===== config.mk =====
export PLATFORM = sky130hd
export DESIGN_NAME = server_power_cycle_watchdog
export DESIGN_NICKNAME = d
export VERILOG_FILES = /design/src/rtl/spcw_pkg.sv /design/src/rtl/server_power_cycle_watchdog.sv
export SDC_FILE = /design/constraint.sdc
export NUM_CORES = 1
export LEC_CHECK = 0
export ABC_AREA = 1
export BUFFER_PORTS_ARGS = -buffer_cell sky130_fd_sc_hd__buf_2
export CORE_AREA = 2 2 121 123
export DETAILED_ROUTE_END_ITERATION = 8
export DIE_AREA = 0 0 123 125
export GPL_TIMING_DRIVEN = 0
export HOLD_SLACK_MARGIN = 0.02
export PLACE_DENSITY_LB_ADDON = 0.12
export SLEW_MARGIN = 20
export SYNTH_ARGS = -nofsm -noshare
export SYNTH_HDL_FRONTEND = slang
export SYNTH_SLANG_ARGS = --single-unit

===== constraint.sdc =====
create_clock -name clock -period 6.5 [get_ports clock]
set_input_delay 0 -clock clock [delete_from_list [all_inputs] [get_ports clock]]
set_output_delay 0 -clock clock [all_outputs]
set_load 0.02 [all_outputs]

===== src/rtl/spcw_pkg.sv =====
`default_nettype none
// ----------------------------------------------------------------------------
// spcw_pkg
// Shared types and constants of the server power-cycle watchdog: event
// codes, sequence phases, register indexes and register reset values.
// ----------------------------------------------------------------------------
package spcw_pkg;

   // Events carried in the op field of an input item
   typedef enum logic [2:0] {
      OP_TICK    = 3'd0,
      OP_KICK    = 3'd1,
      OP_ENABLE  = 3'd2,
      OP_DISABLE = 3'd3,
      OP_REBOOT  = 3'd4
   } op_type;

   // Power-cycle sequence phases
   typedef enum logic [2:0] {
      PH_READY      = 3'd0,
      PH_CUT        = 3'd1,
      PH_WAIT_POWER = 3'd2,
      PH_PRESS      = 3'd3,
      PH_WAIT_BOOT  = 3'd4
   } phase_type;

   // Configuration register indexes (byte address / 4)
   localparam logic [2:0] REG_POWER_CUT    = 3'd0;
   localparam logic [2:0] REG_POWER_WAIT   = 3'd1;
   localparam logic [2:0] REG_BUTTON_PRESS = 3'd2;
   localparam logic [2:0] REG_BOOT         = 3'd3;
   localparam logic [2:0] REG_KICK_TIMEOUT = 3'd4;

   localparam int unsigned TICKS_WIDTH = 16;
   localparam int unsigned CSR_ADDR_WIDTH = 5;
   localparam int unsigned CSR_DATA_WIDTH = 32;

   // Register reset values
   localparam logic [TICKS_WIDTH-1:0] POWER_CUT_RESET    = 16'd15;
   localparam logic [TICKS_WIDTH-1:0] POWER_WAIT_RESET   = 16'd25;
   localparam logic [TICKS_WIDTH-1:0] BUTTON_PRESS_RESET = 16'd3;
   localparam logic [TICKS_WIDTH-1:0] BOOT_RESET         = 16'd1500;
   localparam logic [TICKS_WIDTH-1:0] KICK_TIMEOUT_RESET = 16'd30000;

endpackage
`default_nettype wire


===== src/rtl/server_power_cycle_watchdog.sv =====
`default_nettype none
// ----------------------------------------------------------------------------
// server_power_cycle_watchdog
// Power-cycle watchdog for one server: counts ticks, takes kicks and
// enable/disable/reboot events, and drives the power-cut and power-button
// lines through a five-phase sequence.
// ----------------------------------------------------------------------------
//
// Channel   Dir  Handshake          Payload
// req_      in   tvalid/tready      tdata: op[2:0], power_good[3]
// rsp_      out  tvalid/tready      tdata: power_cut[0], power_button[1],
//                                          phase[4:2], enabled[5]
// csr_      in   psel/penable/...   five 16-bit tick registers at 4*i
//
// One item per cycle while results are being taken; the result is registered:
// the event, the tick counter step and the phase update are one pass of logic
// from the state registers into the result register.
// The result register frees itself in the cycle it is taken, so req_tready
// stays high while the consumer takes results; a stalled result holds only
// the input side.
// Synchronous reset returns the phase to ready, clears the counter, the
// flags and both drives, and loads the register defaults.

module server_power_cycle_watchdog #(
   parameter int unsigned COUNT_WIDTH = 16
) (
   input  wire logic        clock,
   input  wire logic        reset,

   input  wire logic        req_tvalid,
   output logic             req_tready,
   input  wire logic [7:0]  req_tdata,   // [2:0] op, [3] power_good, [7:4] zero

   output logic             rsp_tvalid,
   input  wire logic        rsp_tready,
   output logic [7:0]       rsp_tdata,   // [0] power_cut, [1] power_button,
                                         // [4:2] phase, [5] enabled, [7:6] zero

   input  wire logic                                  csr_psel,
   input  wire logic                                  csr_penable,
   input  wire logic                                  csr_pwrite,
   input  wire logic [spcw_pkg::CSR_ADDR_WIDTH-1:0]   csr_paddr,
   input  wire logic [spcw_pkg::CSR_DATA_WIDTH-1:0]   csr_pwdata,
   output logic [spcw_pkg::CSR_DATA_WIDTH-1:0]        csr_prdata,
   output logic                                       csr_pready
);

   localparam int unsigned TW = spcw_pkg::TICKS_WIDTH;
   localparam int unsigned EXT_WIDTH = (COUNT_WIDTH > TW) ? COUNT_WIDTH : TW;

   // ------------------------------------------------------------------
   // Configuration registers
   // ------------------------------------------------------------------
   logic [TW-1:0] power_cut_ticks_ff;
   logic [TW-1:0] power_wait_ticks_ff;
   logic [TW-1:0] button_press_ticks_ff;
   logic [TW-1:0] boot_ticks_ff;
   logic [TW-1:0] kick_timeout_ticks_ff;

   logic       csr_write;
   logic [2:0] csr_index;

   assign csr_pready = 1'b1;
   assign csr_write  = csr_psel && csr_penable && csr_pwrite && csr_pready;
   assign csr_index  = csr_paddr[4:2];

   always_ff @(posedge clock) begin
      if (reset) begin
         power_cut_ticks_ff    <= spcw_pkg::POWER_CUT_RESET;
         power_wait_ticks_ff   <= spcw_pkg::POWER_WAIT_RESET;
         button_press_ticks_ff <= spcw_pkg::BUTTON_PRESS_RESET;
         boot_ticks_ff         <= spcw_pkg::BOOT_RESET;
         kick_timeout_ticks_ff <= spcw_pkg::KICK_TIMEOUT_RESET;
      end else if (csr_write) begin
         unique case (csr_index)
            spcw_pkg::REG_POWER_CUT:    power_cut_ticks_ff    <= csr_pwdata[TW-1:0];
            spcw_pkg::REG_POWER_WAIT:   power_wait_ticks_ff   <= csr_pwdata[TW-1:0];
            spcw_pkg::REG_BUTTON_PRESS: button_press_ticks_ff <= csr_pwdata[TW-1:0];
            spcw_pkg::REG_BOOT:         boot_ticks_ff         <= csr_pwdata[TW-1:0];
            spcw_pkg::REG_KICK_TIMEOUT: kick_timeout_ticks_ff <= csr_pwdata[TW-1:0];
            default: ;
         endcase
      end
   end

   // Read back the addressed register, zero-extended
   always_comb begin
      csr_prdata = '0;
      unique case (csr_index)
         spcw_pkg::REG_POWER_CUT:    csr_prdata[TW-1:0] = power_cut_ticks_ff;
         spcw_pkg::REG_POWER_WAIT:   csr_prdata[TW-1:0] = power_wait_ticks_ff;
         spcw_pkg::REG_BUTTON_PRESS: csr_prdata[TW-1:0] = button_press_ticks_ff;
         spcw_pkg::REG_BOOT:         csr_prdata[TW-1:0] = boot_ticks_ff;
         spcw_pkg::REG_KICK_TIMEOUT: csr_prdata[TW-1:0] = kick_timeout_ticks_ff;
         default: ;
      endcase
   end

   // Counter load values: register values fitted to the counter width
   // (zero-extend when wider, drop upper bits when narrower).
   logic [EXT_WIDTH-1:0] cut_load_ext, wait_load_ext, press_load_ext;
   logic [EXT_WIDTH-1:0] boot_load_ext, kick_load_ext;
   logic [COUNT_WIDTH-1:0] cut_load, wait_load, press_load, boot_load, kick_load;

   assign cut_load_ext   = EXT_WIDTH'(power_cut_ticks_ff);
   assign wait_load_ext  = EXT_WIDTH'(power_wait_ticks_ff);
   assign press_load_ext = EXT_WIDTH'(button_press_ticks_ff);
   assign boot_load_ext  = EXT_WIDTH'(boot_ticks_ff);
   assign kick_load_ext  = EXT_WIDTH'(kick_timeout_ticks_ff);

   assign cut_load   = cut_load_ext[COUNT_WIDTH-1:0];
   assign wait_load  = wait_load_ext[COUNT_WIDTH-1:0];
   assign press_load = press_load_ext[COUNT_WIDTH-1:0];
   assign boot_load  = boot_load_ext[COUNT_WIDTH-1:0];
   assign kick_load  = kick_load_ext[COUNT_WIDTH-1:0];

   // ------------------------------------------------------------------
   // Watchdog state
   // ------------------------------------------------------------------
   spcw_pkg::phase_type    phase_ff, phase_in;
   logic [COUNT_WIDTH-1:0] count_ff, count_in;
   logic                   expired_ff, expired_in;
   logic                   enable_ff, enable_in;
   logic                   cut_ff, cut_in;
   logic                   button_ff, button_in;

   logic             rsp_tvalid_ff;
   logic [7:0]       rsp_tdata_ff;
   logic             req_fire;
   spcw_pkg::op_type req_op;
   logic             req_pg;

   assign req_op     = spcw_pkg::op_type'(req_tdata[2:0]);
   assign req_pg     = req_tdata[3];
   // Accept whenever the result register is empty or being drained
   assign req_tready = !rsp_tvalid_ff || rsp_tready;
   assign req_fire   = req_tvalid && req_tready;

   always_comb begin
      phase_in   = phase_ff;
      count_in   = count_ff;
      expired_in = expired_ff;
      enable_in  = enable_ff;
      cut_in     = cut_ff;
      button_in  = button_ff;

      // Apply the event
      case (req_op)
         spcw_pkg::OP_TICK: begin
            // Count only while enabled, not yet expired and not at zero
            if (enable_ff && !expired_ff && (count_ff != '0)) begin
               count_in = count_ff - COUNT_WIDTH'(1);
               if (count_in == '0) begin
                  expired_in = 1'b1;
               end
            end
         end
         spcw_pkg::OP_KICK: begin
            count_in = kick_load;
         end
         spcw_pkg::OP_ENABLE: begin
            if (!enable_ff) begin
               enable_in = 1'b1;
               if (!req_pg) begin
                  cut_in   = 1'b1;
                  phase_in = spcw_pkg::PH_CUT;
                  count_in = cut_load;
               end else begin
                  phase_in = spcw_pkg::PH_WAIT_BOOT;
                  count_in = boot_load;
               end
            end
         end
         spcw_pkg::OP_DISABLE: begin
            // Release the drives; keep phase and any pending expiry
            enable_in = 1'b0;
            cut_in    = 1'b0;
            button_in = 1'b0;
         end
         spcw_pkg::OP_REBOOT: begin
            cut_in   = 1'b1;
            phase_in = spcw_pkg::PH_CUT;
            count_in = cut_load;
         end
         default: ;
      endcase

      // Advance the sequence once, on the state after the event
      unique case (phase_in)
         spcw_pkg::PH_CUT: begin
            if (expired_in) begin
               expired_in = 1'b0;
               cut_in     = 1'b0;
               phase_in   = spcw_pkg::PH_WAIT_POWER;
               count_in   = wait_load;
            end
         end
         spcw_pkg::PH_WAIT_POWER: begin
            if (req_pg) begin
               phase_in = spcw_pkg::PH_WAIT_BOOT;
               count_in = boot_load;
            end else if (expired_in) begin
               expired_in = 1'b0;
               button_in  = 1'b1;
               phase_in   = spcw_pkg::PH_PRESS;
               count_in   = press_load;
            end
         end
         spcw_pkg::PH_PRESS: begin
            if (expired_in) begin
               expired_in = 1'b0;
               button_in  = 1'b0;
               phase_in   = spcw_pkg::PH_WAIT_POWER;
               count_in   = wait_load;
            end
         end
         spcw_pkg::PH_WAIT_BOOT: begin
            if (expired_in) begin
               expired_in = 1'b0;
               phase_in   = spcw_pkg::PH_READY;
               count_in   = kick_load;
            end
         end
         spcw_pkg::PH_READY: begin
            // Timed out with no kick: power-cycle the server
            if (expired_in) begin
               expired_in = 1'b0;
               cut_in     = 1'b1;
               phase_in   = spcw_pkg::PH_CUT;
               count_in   = cut_load;
            end
         end
         default: ;
      endcase
   end

   // Hold state between items; update only on an accepted item
   always_ff @(posedge clock) begin
      if (reset) begin
         phase_ff   <= spcw_pkg::PH_READY;
         count_ff   <= '0;
         expired_ff <= 1'b0;
         enable_ff  <= 1'b0;
         cut_ff     <= 1'b0;
         button_ff  <= 1'b0;
      end else if (req_fire) begin
         phase_ff   <= phase_in;
         count_ff   <= count_in;
         expired_ff <= expired_in;
         enable_ff  <= enable_in;
         cut_ff     <= cut_in;
         button_ff  <= button_in;
      end
   end

   // ------------------------------------------------------------------
   // Result register
   // ------------------------------------------------------------------
   always_ff @(posedge clock) begin
      if (reset) begin
         rsp_tvalid_ff <= 1'b0;
      end else if (req_fire) begin
         rsp_tvalid_ff <= 1'b1;
      end else if (rsp_tready) begin
         rsp_tvalid_ff <= 1'b0;
      end
   end

   always_ff @(posedge clock) begin
      if (req_fire) begin
         rsp_tdata_ff <= {2'b00, enable_in, phase_in, button_in, cut_in};
      end
   end

   assign rsp_tvalid = rsp_tvalid_ff;
   assign rsp_tdata  = rsp_tdata_ff;

`ifndef NO_ASSERTIONS
   // Every accepted item leaves a result in the register
   a_fire_gives_result: assert property (@(posedge clock) disable iff (reset)
      req_fire |=> rsp_tvalid_ff)
      else $error("accepted item produced no result");

   // State moves only on an accepted item
   a_state_holds: assert property (@(posedge clock) disable iff (reset)
      !req_fire |=> $stable(phase_ff) && $stable(count_ff) && $stable(expired_ff))
      else $error("watchdog state changed without an item");

   // A pending result shows the current phase
   a_phase_matches: assert property (@(posedge clock) disable iff (reset)
      rsp_tvalid_ff |-> (rsp_tdata_ff[4:2] == phase_ff))
      else $error("result phase differs from phase register");

   // Disable always releases both drives and clears the enable flag
   a_disable_releases: assert property (@(posedge clock) disable iff (reset)
      req_fire && (req_op == spcw_pkg::OP_DISABLE) |=>
         !rsp_tdata_ff[0] && !rsp_tdata_ff[1] && !rsp_tdata_ff[5])
      else $error("disable left a drive or the enable flag set");
`endif

endmodule
`default_nettype wire


# == Word-level counts from Yosys, hierarchy flattened ==
# Index checks and enable logic that the tools add are counted.
# classes
n_reduce_logical,21
n_addsub,1
muxes,39
n_eq_ne,12
# op_table
op,n
two-way mux 16 bit,8
one-hot mux 16 bit (4 select lines),2
one-hot mux 16 bit (5 select lines),1
two-way mux 3 bit,7
equality test 3 x 2 -> 1 bit (second input constant),6
zero test 16 bit,1
nonzero test 16 bit,1
subtractor 16 x 1 -> 16 bit (second input constant),1
two-way mux 1 bit,14
one-hot mux 3 bit (4 select lines),1
AND reduction 2 bit,5
equality test 3 x 1 -> 1 bit (second input constant),3
equality test 3 bit (second input constant),3
zero test 3 bit,3
one-hot mux 1 bit (2 select lines),4
one-hot mux 3 bit (2 select lines),1
logical AND 1 bit,5
OR reduction 4 bit,1
one-hot mux 1 bit (3 select lines),1
zero test 1 bit,2
nonzero test 2 bit,1
OR reduction 2 bit,1
logical OR 1 bit,1
# totals
ff_bits,110
inputBits,52

# == Logic depth before layout (Yosys ltp) ==
# Gate-level depths: netlist of the first run.
# logic_depth
ltp_word,8
mapped_depth,19
ltp_nobuf,18

# == Worst setup path before layout of the first run ==
# No wires, ideal clock.
# synth_timing
path_type,register to register
startpoint,register count_ff[0]
endpoint,register rsp_tdata_ff[1] (netlist: rsp_tdata[1]) (data pin)
arrival_time_ns,1.869
setup_slack_ns,4.370
stages_incl_launch_ff,16
setup_time_ns,0.261
required_ns,6.239
period_less_slack_ns,2.130
cell_sequence,dfxtp_1 inv_2 ha_1 nand2_2 nor2_2 nand2_1 nand2_1 nor2_1 nand2_1 nor2_2 nand3_4 nand2_8 buf_6 nand2_2 o21ai_1 nand2_1
# synth_between
elab_chain_cells,8
word_cells_on_any_way,11
cone_classes,add/sub (1); mux (7); reduce/logical (3)
# synth_lines
element,line_no,source
from (decl),server_power_cycle_watchdog.sv:121,"logic [COUNT_WIDTH-1:0] count_ff, count_in;"
from (signal assigned),server_power_cycle_watchdog.sv:248,count_ff <= count_in;
subtractor 16 x 1 -> 16 bit,server_power_cycle_watchdog.sv:152,count_in = count_ff - COUNT_WIDTH'(1);
zero test 16 bit,server_power_cycle_watchdog.sv:153,if (count_in == '0) begin
two-way mux 1 bit,server_power_cycle_watchdog.sv:153,
two-way mux 1 bit (*),server_power_cycle_watchdog.sv:151,if (enable_ff && !expired_ff && (count_ff != '0)) begin
two-way mux 1 bit (*),server_power_cycle_watchdog.sv:148,case (req_op)
two-way mux 1 bit,server_power_cycle_watchdog.sv:202,end else if (expired_in) begin
two-way mux 1 bit,server_power_cycle_watchdog.sv:199,if (req_pg) begin
one-hot mux 1 bit (2 select lines) (*),server_power_cycle_watchdog.sv:189,unique case (phase_in)
via button_in,server_power_cycle_watchdog.sv:125,"logic button_ff, button_in;"
to (signal assigned),server_power_cycle_watchdog.sv:271,"rsp_tdata_ff <= {2'b00, enable_in, phase_in, button_in, cut_in};"
to (decl),server_power_cycle_watchdog.sv:128,logic [7:0] rsp_tdata_ff;
# Mark *: on every way through the listed nets, which the timed path passes. The rest lies on a longest branch.
# A chain may end at the register's enable or synchronous reset.

# == Worst setup path after layout of the first run ==
# layout_timing
startpoint,register count_ff[0]
endpoint,register count_ff[4]
# layout_between
elab_chain_cells,8
word_cells_on_any_way,15
cone_classes,add/sub (1); mux (11); reduce/logical (3)
# layout_lines
element,line_no
subtractor 16 x 1 -> 16 bit,server_power_cycle_watchdog.sv:152
zero test 16 bit,server_power_cycle_watchdog.sv:153
two-way mux 1 bit,server_power_cycle_watchdog.sv:153
two-way mux 1 bit,server_power_cycle_watchdog.sv:151
two-way mux 1 bit,server_power_cycle_watchdog.sv:148
two-way mux 16 bit,server_power_cycle_watchdog.sv:202
two-way mux 16 bit,server_power_cycle_watchdog.sv:199
one-hot mux 16 bit (4 select lines) (*),server_power_cycle_watchdog.sv:189
# Mark *: on every way between the ends. The rest lies on a longest branch, timed or not.

==> results of run 1 <==
cell type report:
cell class / instances / share of cell area
flip-flops and latches: 110 / 0.261
clock buffers: 10 / 0.0265
inverters: 123 / 0.0533
well taps: 184 / 0.0266
clock inverters: 6 / 0.00520
multi-input cells: 1005 / 0.527
plain buffers: 78 / 0.0509
repair buffers: 68 / 0.0491
synth_stat cells (all sizes together):
cell       n  area share
xor2       1      0.0011
nand2    492        0.25
clkbuf    38       0.019
conb       2     0.00098
nand3    104       0.072
nor3       4      0.0039
a31o       1      0.0011
o22ai      2      0.0016
o2111ai    1      0.0011
nand3b     1     0.00098
a221oi    14       0.016
a21oi     44       0.031
clkinv     4      0.0020
dfxtp    104        0.27
a22oi      4      0.0039
inv      119       0.058
o21ai    119       0.081
nor2     162       0.087
a31oi      1     0.00082
edfxtp     6       0.024
a221o      2      0.0026
ha         3      0.0049
buf       40       0.039
o211ai    10      0.0098
nand4     21       0.017
power by group through the flow:
stage | clock, mW | combinational, mW | sequential, mW
after floorplan | 0 | 0.375 | 0.742
after global placement | 0 | 0.506 | 0.746
after detailed placement | 0 | 0.509 | 0.746
after CTS | 0.542 | 0.520 | 0.730
after global routing | 0.568 | 0.590 | 0.735
final | 0.547 | 0.532 | 0.732
layout by cell type (no fill, tap or decap), types with 4 or more instances in the layout:
master	count
nand2_4	5
nand2_2	8
o21ai_0	98
o21ai_1	19
nand3_1	100
nor2_2	13
nand4_1	21
clkinv_1	4
edfxtp_1	6
o211ai_1	10
clkbuf_16	9
buf_6	7
inv_1	105
a21oi_1	42
dfxtp_1	104
clkbuf_1	39
a22oi_1	4
nand2_1	478
buf_2	61
dlygate4sd3_1	17
conb_1	19
inv_2	14
nor2_1	147
buf_4	22
a221oi_1	14
tightest hold or removal path, cell delays in order:
cell and delay, ns:
buf_2 0.12, nor3_1 0.10, o21ai_0 0.20
logic make-up (layout without fill, tap and decap cells):
kind of cell	count (synthesis)	in the layout	synth area share
buffers and inverters	201	285	0.118
AOI/OAI and AO/OA	198	198	0.149
xor gates and xnor gates	1	1	0.00114
adders and majority gates	3	3	0.00490
and+or+nand+nor	784	784	0.431
DFF	110	110	0.295
other	2	19	0.000981
sequential cells by signal, indices dropped and copies added, names as in the netlist:
register,cells
boot_load,16
button_press_ticks_ff,16
count_ff,16
cut_load,16
kick_load,16
power_wait_ticks_ff,16
rsp_tdata,6
phase_ff,3
button_ff,1
cut_ff,1
enable_ff,1
expired_ff,1
rsp_tvalid,1
worst max path at each step:
| stage | startpoint | end | cells after the start |
|---|---|---|---|
| after floorplan | count_ff[0] | rsp_tdata[1] | 15 |
| after global placement | count_ff[0] | button_ff | 16 |
| after detailed placement | count_ff[0] | button_ff | 16 |
| after CTS | count_ff[0] | button_ff | 16 |
| after global routing | count_ff[0] | count_ff[6] | 18 |
| final | count_ff[0] | count_ff[4] | 17 |
per-layer routing:
| metal | share of wire | GRT usage | up-vias |
|---|---|---|---|
| met2 | 0.45 | 0.538 | 451 |
| met3 | 0.091 | 0.0370 | 50 |
| met1 | 0.43 | 0.498 | 3741 |
| li1 | - | - | 4306 |
| met4 | 0.023 | 0.120 | 0 |
| met5 | 0 | 0 | - |
==> flow_summary.json, run 1 <==
{
  "outcome": "finished clean",
  "ys_ff_latch": 110,
  "syn_area_per_cell_um2": 5.89,
  "hold_start": "req_tdata[2]",
  "slowest_delay_ns": 0.41,
  "grt-ovfl-total": 0,
  "drtIter0Drc": 923,
  "switching_share": 0.372,
  "post_cts_buffers": 0,
  "layout.cells.non_filler": 1584,
  "ant_nets": 0,
  "antenna_found_initial": 0,
  "combPwrFrac": 0.294,
  "route.detailed.drc": 0,
  "end_kind": "register",
  "place.gp.congestion": 0.949,
  "grt_pass1_wl_um": 41200,
  "dp_hpwl_um": 20800,
  "maxCapViolCount": 0,
  "grt_pass1_vias": 7467,
  "cp_common_cell": "nand2_1",
  "worstPathMaxFanout": 10,
  "cts_resized": 0,
  "wl_per_cell_um": 16.7,
  "antennaDiodeCount": 0,
  "cts_buffers": 9,
  "die_y_um": 125,
  "portBuffers": 51,
  "grt_max_degree": 19,
  "hold_end": "rsp_tdata[5]",
  "start_kind": "register",
  "power_density_nw_per_um2": 209,
  "clock_path_buffers": 2,
  "ctsHoldBuffers": 17,
  "h-tree-depth": 3,
  "finalNetCount": 1450,
  "hold_path_class": "input port to register",
  "setup_viol": 0,
  "cts.clk_slew.worst_paths_ns": 0.08,
  "syn-cell-area_um2": 7660,
  "critPathSlowestCell": "dfxtp_1",
  "via_per_inst": 5.40,
  "cts_tree": "built",
  "power_frac_clock": 0.302,
  "drive_gt1_frac": 0.114,
  "dp.cells": 1551,
  "drv_slew": 0,
  "timing.max_slew.rel_slack": 0.336,
  "rows": 44,
  "multi_input_area_um2": 4560,
  "num-fill-cells": 1462,
  "tightest_slew_ns": 0.995,
  "worst_hold_slack_ns": 0.186,
  "synthCells": 1299,
  "leakage_nw": 4.25,
  "arrival_ns": 2.96,
  "finalCritPeriodShare": 0.411,
  "crit_chain": "inv_2, ha_1, nand2_2, nor2_2, nand2_1, nand2_1, nand2_1, nor2_1, nand3_4, nand2_8, buf_6, nand2_1, nand2_1, nand2_1, nand3_1, nand2_1, a21oi_1",
  "chipWidth_um": 123,
  "utilization": 0.609,
  "area_delta_synth_final_pct": 13.0,
  "rrSetupSlack_ns": 3.83,
  "cp.required_ns": 6.79,
  "finalPower_mw": 1.81,
  "crit_type": "register to register",
  "vias": 8548,
  "io_pins": 95,
  "reg2reg_to": "count_ff[4]",
  "critPathTopFamily": "simple AND/OR/NAND/NOR gates",
  "r2r.worst_path.cells": 17,
  "fin_ws_ns": 3.83,
  "core_um2": 14200,
  "pre_cts_ws_ns": 3.89,
  "dr.pass1.iters": 6,
  "timing.final.hold_violations": 0,
  "rr_startpoint": "count_ff[0]",
  "yosysUniqueCellTypes": 42,
  "post_dp_cell_area_um2": 8210,
  "insertion_delay_ns": 0.37,
  "p_int_mw": 1.14,
  "rsz0062_at_grt": "false",
  "synth_warnings": 0,
  "drt_wl_total_um": 26500,
  "root_buffer": "clkbuf_16",
  "max-vdd-ir-drop_mv": 0.130,
  "grt_usage": 0.346,
  "finClkSkew_ns": 0.00844,
  "start_util": 0.539,
  "crit_buf_inv": 2,
  "seq_area_um2": 2260,
  "fin_crit_ns": 2.67,
  "hold_path_depth": 3,
  "setup_tns_ns": 0,
  "clock_sinks": 110,
  "ys_seq_area_frac": 0.295,
  "seq_power_share": 0.404,
  "p_switching_mw": 0.674,
  "fmax_ghz": 0.375,
  "dieArea_um2": 15400,
  "fin_area_um2": 8660
}
No activity file was read; power rests on OpenSTA's default activity.
==> inputs of run 2 (changes only) <==
==> constraint.sdc (replaced) <==
create_clock -name clock -period 2.55 [get_ports clock]
set_input_delay 0 -clock clock [delete_from_list [all_inputs] [get_ports clock]]
set_output_delay 0 -clock clock [all_outputs]
set_load 0.02 [all_outputs]
==> run 2 against run 1 <==
Total power rose to 2.6 times the previous value. Worst setup slack got worse by 3.7 ns. Combinational power increased to 2.7 times the previous value. Die area unchanged. Clock power grew to 2.6 times the previous value. Clock-buffer cell count unchanged. Core utilization rose by 1.1 points. Sequential power grew to 2.6 times the previous value. Flip-flop and latch count unchanged. Hold slack improved by 0.0011 ns. First-iteration DRC count increased by 5.5%. Via count grew 1.4%. Largest cell class unchanged.
==> flow_summary.json, run 2 (synthesis results as in run 1) <==
{
  "outcome": "finished clean",
  "vias": 8665,
  "clock_path_buffers": 2,
  "tightest_slew_ns": 0.966,
  "grt-ovfl-total": 0,
  "crit_type": "register to register",
  "drv_slew": 0,
  "clock_sinks": 110,
  "post_dp_cell_area_um2": 8210,
  "cp.required_ns": 2.83,
  "io_pins": 95,
  "insertion_delay_ns": 0.36,
  "finClkSkew_ns": 0.00775,
  "fin_crit_ns": 2.42,
  "finalCritPeriodShare": 0.950,
  "r2r.worst_path.cells": 16,
  "h-tree-depth": 3,
  "p_switching_mw": 1.76,
  "power_density_nw_per_um2": 531,
  "arrival_ns": 2.71,
  "drive_gt1_frac": 0.133,
  "start_util": 0.539,
  "dr.pass1.iters": 6,
  "reg2reg_to": "count_ff[4]",
  "place.gp.congestion": 0.949,
  "drt_wl_total_um": 27000,
  "dieArea_um2": 15400,
  "worstPathMaxFanout": 10,
  "ant_nets": 0,
  "rrSetupSlack_ns": 0.13,
  "grt_max_degree": 19,
  "worst_hold_slack_ns": 0.187,
  "p_int_mw": 2.93,
  "max-vdd-ir-drop_mv": 0.329,
  "maxCapViolCount": 0,
  "setup_viol": 0,
  "combPwrFrac": 0.303,
  "crit_buf_inv": 1,
  "cts_tree": "built",
  "end_kind": "register",
  "crit_end": "count_ff[4]",
  "grt_pass1_wl_um": 41200,
  "grt_usage": 0.346,
  "cts_buffers": 9,
  "finalPower_mw": 4.69,
  "wl_per_cell_um": 16.9,
  "rows": 44,
  "power_frac_clock": 0.298,
  "leakage_nw": 4.31,
  "switching_share": 0.376,
  "dp_hpwl_um": 20800,
  "area_delta_synth_final_pct": 15.2,
  "portBuffers": 51,
  "seq_power_share": 0.399,
  "antenna_found_initial": 0,
  "critPathLaunch": "count_ff[5]",
  "fin_area_um2": 8820,
  "cp_common_cell": "nand2_1",
  "crit_chain": "nor2_2, nand2_1, nor2_4, nand3_1, nand2_1, nand3_1, nor2_4, nand3_4, nand2_8, buf_6, nand2_1, nand2_1, nand2_1, nand3_1, nand2_1, a21oi_1",
  "core_um2": 14200,
  "start_kind": "register",
  "worstSetupPathDepth": 16,
  "rr_startpoint": "count_ff[5]",
  "fmax_ghz": 0.413,
  "slowest_delay_ns": 0.37,
  "chipWidth_um": 123,
  "hold_path_class": "input port to register",
  "cts.clk_slew.worst_paths_ns": 0.08,
  "antennaDiodeCount": 0,
  "timing.max_slew.rel_slack": 0.356,
  "timing.final.hold_violations": 0,
  "via_per_inst": 5.44,
  "final_common_cell": "nand2_1",
  "setup_tns_ns": 0,
  "critPathTopFamily": "simple AND/OR/NAND/NOR gates",
  "grt_pass1_vias": 7467,
  "route.detailed.drc": 0,
  "critPathSlowestCell": "dfxtp_2",
  "utilization": 0.621,
  "drtIter0Drc": 974,
  "die_y_um": 125,
  "root_buffer": "clkbuf_16",
  "final_cell_mix": "478 x nand2_1, 141 x nor2_1, 103 x inv_1",
  "finalNetCount": 1460
}
-- run 2: changes by cell type in the layout (fill, tap and decap cells not counted), sizes merged --
| cell | delta |
|---|---|
| buf | +8 |
| nand2 | +1 |
| nand3 | +1 |
-- run 2: how the worst min path moves through the flow --
| stage | depth (start not counted) | from | slack, ns | end |
|---|---|---|---|---|
| final | 3 | req_tdata[2] | 0.19 | rsp_tdata[5] |
| after global routing | 3 | req_tdata[2] | 0.24 | rsp_tdata[5] |
| after CTS | 4 | reset | 0.17 | phase_ff[2] |
| after detailed placement | 3 | csr_pwdata[6] | 0.27 | boot_load[6] |
| after global placement | 3 | csr_pwdata[8] | 0.26 | boot_load[8] |
| after floorplan | 2 | csr_pwdata[10] | 0.11 | boot_load[10] |
-- run 2: per-stage QoR --
stage | std cells | setup slack [ns]
detailed placement | 1551 | -0.0610
global route | 1594 | -0.0101
floorplan | 1316 | 0.420
finish | 1594 | 0.128
global placement | 1551 | -0.0506
CTS | 1584 | 0.00207
-- run 2: what timing repair did --
item,CTS,global route
setup buffers,0,8
hold buffers,17,0
endpoints found under the setup margin,21,26
gates cloned,0,2
resized for setup,2,27
hold endpoints to repair,74,0
pin swaps,1,4
-- run 2: routing by layer --
| layer | wire length, um | global-route usage |
|---|---|---|
| met1 | 11600 | 0.498 |
| met2 | 12100 | 0.538 |
| met5 | 0 | 0 |
| met3 | 2520 | 0.0370 |
| met4 | 693 | 0.120 |
-- run 2: cell type report --
cell class / instances / area, um2
tap: 184 / 230
inverter: 123 / 464
clock inverter: 6 / 45.0
multi-input combinational: 1007 / 4640
buffer: 78 / 447
timing repair buffer: 76 / 485
fill: 1436 / 5390
sequential: 110 / 2270
clock buffer: 10 / 229
-- run 2: worst min-delay path, cell delays in order --
cell     delay [ns]
buf_2          0.12
nor3_1         0.10
o21ai_0        0.21
-- run 2: power by group through the flow --
| stage | combinational [mW] | clock [mW] | sequential, mW |
|---|---|---|---|
| 6_report | 1.42 | 1.40 | 1.87 |
| 3_5_place_dp | 1.30 | 0 | 1.90 |
| 2_1_floorplan | 0.957 | 0 | 1.89 |
| 3_3_place_gp | 1.29 | 0 | 1.90 |
| 4_1_cts | 1.33 | 1.38 | 1.86 |
| 5_1_grt | 1.56 | 1.45 | 1.88 |
